### src/kcde_ram.sv
// Generic simple dual-port RAM: one write port, one read port, registered read.
// No dependencies.
module kcde_ram #(
  parameter int Width = 8,
  parameter int Depth = 16
) (
  input  logic                     clk_i,
  input  logic                     we_i,
  input  logic [$clog2(Depth)-1:0] waddr_i,
  input  logic [Width-1:0]         wdata_i,
  input  logic [$clog2(Depth)-1:0] raddr_i,
  output logic [Width-1:0]         rdata_o
);
  logic [Width-1:0] mem [Depth];

  always_ff @(posedge clk_i) begin
    if (we_i) begin
      mem[waddr_i] <= wdata_i;
    end
    rdata_o <= mem[raddr_i];
  end
endmodule

### config.mk
export PLATFORM = sky130hd
export DESIGN_NAME = kcde_ram
export DESIGN_NICKNAME = d
export VERILOG_FILES = /design/src/kcde_ram.sv
export SDC_FILE = /design/constraint.sdc
export NUM_CORES = 1
export LEC_CHECK = 0
export BUFFER_PORTS_ARGS = -buffer_cell sky130_fd_sc_hd__buf_2
export CAP_MARGIN = 10
export CORE_AREA = 5 5 135 169
export CTS_CLUSTER_DIAMETER = 50
export DETAILED_ROUTE_END_ITERATION = 16
export DIE_AREA = 0 0 140 174
export PLACE_DENSITY_LB_ADDON = 0.08
export SLEW_MARGIN = 10
export SYNTH_ARGS = -nofsm -noshare
export SYNTH_HDL_FRONTEND = slang
export SYNTH_SLANG_ARGS = --single-unit
### constraint.sdc
create_clock -name clk_i -period 4.14 [get_ports clk_i]
set_clock_uncertainty 0.05 [all_clocks]
set_input_delay 0.414 -clock clk_i [delete_from_list [all_inputs] [get_ports clk_i]]
set_output_delay 0.414 -clock clk_i [all_outputs]
set_load 0.02 [all_outputs]
# Word-level counts from Yosys, hierarchy flattened
# Memory sizes are Yosys's and may differ from the RTL's. A register that Yosys moved wholly into a read port is not among the register bits.
# Index checks and enable logic that the tools add are counted.
dict set report op_classes {
  n_mux 2
}
# operator count
set ops {}
lappend ops {{$mux 1} 2}
dict set report totals {
  ff_bits 0
  ramBits 128
  input_bits 18
  output_inout_bits 8
  word_cells 3
  n_memories 1
}
# memory words width read_ports rd_ports_with_merged_regs wr line_no
set mem_list {}
lappend mem_list {mem 16 8 1 1 1 14} ;# logic [Width-1:0] mem [Depth];

# Longest topological paths before layout
dict set report logic_depth {
  ltp_word 2
  ltp_mapped 5
  ltp_nobuf 3
}

# Worst setup path after synthesis
# No wires, ideal clock.
dict set report synth_path {
  path_kind {input port to flip-flop}
  start {in waddr_i[2]}
  end {mem mem[0][0] (enable)}
  t_arrival_ns 1.524
  required_ns 3.707
  slack_ns 2.183
  path_stages 2
  n_path_buf 0
  path_cell_list {or3b_2 > nor3_1}
}
# element line_no
set synth_rtl {}
lappend synth_rtl {{start, declared} 9} ;# input logic [$clog2(Depth)-1:0] waddr_i,
lappend synth_rtl {{end, declared} 14}
# Straight into the memory's write port.

==> results.cfg <==
[run_status]
outcome = complete, no violations

[floorplanning]
die-width_um = 140
dieArea_um2 = 24360
die_h_um = 174
coreArea_um2 = 21170
num_rows = 60
pin_count = 26
initial_core_util = 0.2431

[route]
vias = 2381
via_per_inst = 4.244
post-route-drc-count = 0
dr.pass1.iters = 4
antenna_left = 0
dr.first_iter.drc_count = 240
drt-total-wl_um = 12150
wl_per_cell_um = 21.65

[placed_design]
post-dp-hpwl_um = 7844
io_buffers = 25
place_congestion = 0.6704
dp_slack_ns = 1.660

[power_and_ir_drop]
p_int_w = 0.002474
power_w = 0.003142
switchingPower_w = 0.0006678
p_clk_frac = 0.458
pwr-share-comb = 0.048
power_leakage_nw = 1.999
switching_share = 0.2125
seqPwrFrac = 0.493
ir_drop_uv = 284.8
power.density_nw_per_um2 = 511.4

[finish]
final_cell_mix = 128 x edfxtp_1, 25 x buf_2, 18 x mux4_2, 17 x clkbuf_16, 16 x a22oi_1
nNetsFinal = 287
layout_commonest_cell = edfxtp_1
drive_gt1_frac = 0.2801
multi_input_area_um2 = 1057
diodes = 0
n_fill_cell = 2113
regArea_um2 = 4004
area_growth_pct = 19.35

[setup_path]
r2r_start = mem[1][1]
arrival_ns = 2.24
r2r-end = rdata_o[1]
critPathCaptureType = flop
worstSetupStartpointType = input port
r2r_cells = 3
critical_path_class = in -> reg
cp.required_ns = 4.39
rrSetupSlack_ns = 2.59
path_max_fanout = 23

[clock_tree]
cts_root_buffer = clkbuf_16
clk_path_buf_depth = 2
htreeDepth = 4
clk_latency_ns = 0.41
path_clk_slew_ns = 0.06
cts_num_sinks = 136
cts_tree = yes
cts_resized = 0
post_cts.repair.setup_buffers = 0
cts_hold_buf = 0
cts_buffers = 17

[grt]
antenna_found_initial = 0
track_usage = 0.1065
grt_pass1_vias = 2577
grt_pass1_wl_um = 18130
grt_max_degree = 33
grt_overflow = 0

[sta]
min_period_ns = 1.991
max_freq_mhz = 502.1
hold_viol_final = 0
layout_setup_ws_ns = 2.149
slew_viol_final = 0
grt_setup_unrepaired = no
setup_viol = 0
max-slew-margin-rel = 0.2783
fin_tns_setup_ns = 0
tightest_slew_ns = 1.079
fin_crit_sh = 0.4810

[yosys]
yosysTopAreaCellShare = 0.7467
synth_area_leaders = edfxtp_1 75%, mux4_2 7.9%, mux4_1 7.1%
yosysSeqAreaShare = 0.7778
yosysWarnings = 0
synth_area_per_cell_um2 = 22.48
ys_ff_latch = 136
syn_inst = 229
yosysTopAreaCell = edfxtp_1
yosys.cell_types.count = 19
syn-num-nets = 247
synth_area_um2 = 5147

[min_path]
holdPathStages = 1
holdCritStartpoint = wdata_i[3]
hold_path_class = in -> reg
whs_endpoint = mem[10][3]

[job]
maxCapViolCount = 0
cells in the mapped netlist:
| cell | count |
|---|---|
| nor3_1 | 4 |
| mux4_2 | 18 |
| nand3b_1 | 2 |
| or3b_2 | 1 |
| nand3_1 | 1 |
| mux4_1 | 14 |
| nor2_1 | 13 |
| clkdlybuf4s25_2 | 3 |
| a22oi_1 | 16 |
| nand2b_1 | 2 |
| buf_2 | 3 |
| nor2b_1 | 1 |
| edfxtp_1 | 128 |
| and2_1 | 1 |
| buf_6 | 3 |
| buf_4 | 1 |
| dfxtp_1 | 8 |
| and2b_1 | 1 |
| nand2_1 | 9 |
layout make-up:
class,count,area share
Multi-Input combinational cell,83,0.1721
Tap cell,279,0.05682
Sequential cell,136,0.6517
Timing Repair Buffer,31,0.02770
Clock buffer,18,0.06986
Clock inverter,14,0.02179
per-layer routing:
metal  global-route usage  routed length [µm]
met1               0.1369                5522
met2               0.1703                6036
met3              0.02972                 381
met4              0.04241                 204
met5                    0                   0
sequential cells by signal (all words and copies together), names as in the netlist:
register	flops
rdata_o	8
mem	128
power groups by stage:
stage,logic [W],registers [W],clock network [W]
after floorplan,0.0000781,0.00159,0
after global routing,0.000167,0.00155,0.00155
after detailed placement,0.000158,0.00158,0
final,0.000152,0.00155,0.00144
after global placement,0.000158,0.00158,0
after CTS,0.000158,0.00155,0.00147
critical path, stage by stage:
cell and delay, ns:
buf_2 0.62, buf_4 0.31, mux4_1 0.56, a22oi_1 0.24
nand2_1 0.07
cell families after synthesis:
| group | count (synthesis) | share of synthesized area |
|---|---|---|
| DFF | 136 | 0.7778 |
| AOI/OAI and AO/OA | 16 | 0.02334 |
| muxes | 32 | 0.1502 |
| and+or+nand+nor | 35 | 0.03184 |
| buffers and inverters | 10 | 0.01677 |
worst max path at each step:
stage                     startpoint  slack [ns]          to  cells past startpoint
final                     raddr_i[0]        2.15  rdata_o[2]                      5
after global routing      raddr_i[0]        2.02  rdata_o[2]                      5
after CTS                 raddr_i[0]        2.10  rdata_o[2]                      5
after detailed placement  raddr_i[0]        1.66  rdata_o[2]                      5
after global placement    raddr_i[0]        1.68  rdata_o[2]                      5
after floorplan           waddr_i[2]        2.18   mem[0][0]                      2
stage by stage:
stage / util / hold WS (ns) / std cells / area, µm²
2_1_floorplan: - / 0.4629 / 229 / 5147
3_3_place_gp: 0.2636 / 0.6232 / 529 / 5580
3_5_place_dp: 0.2636 / 0.6261 / 529 / 5580
4_1_cts: 0.2902 / 0.3265 / 561 / 6143
5_1_grt: 0.2902 / 0.3371 / 561 / 6143
6_report: 0.2902 / 0.3380 / 561 / 6143
No activity file was read; power rests on OpenSTA's default activity.
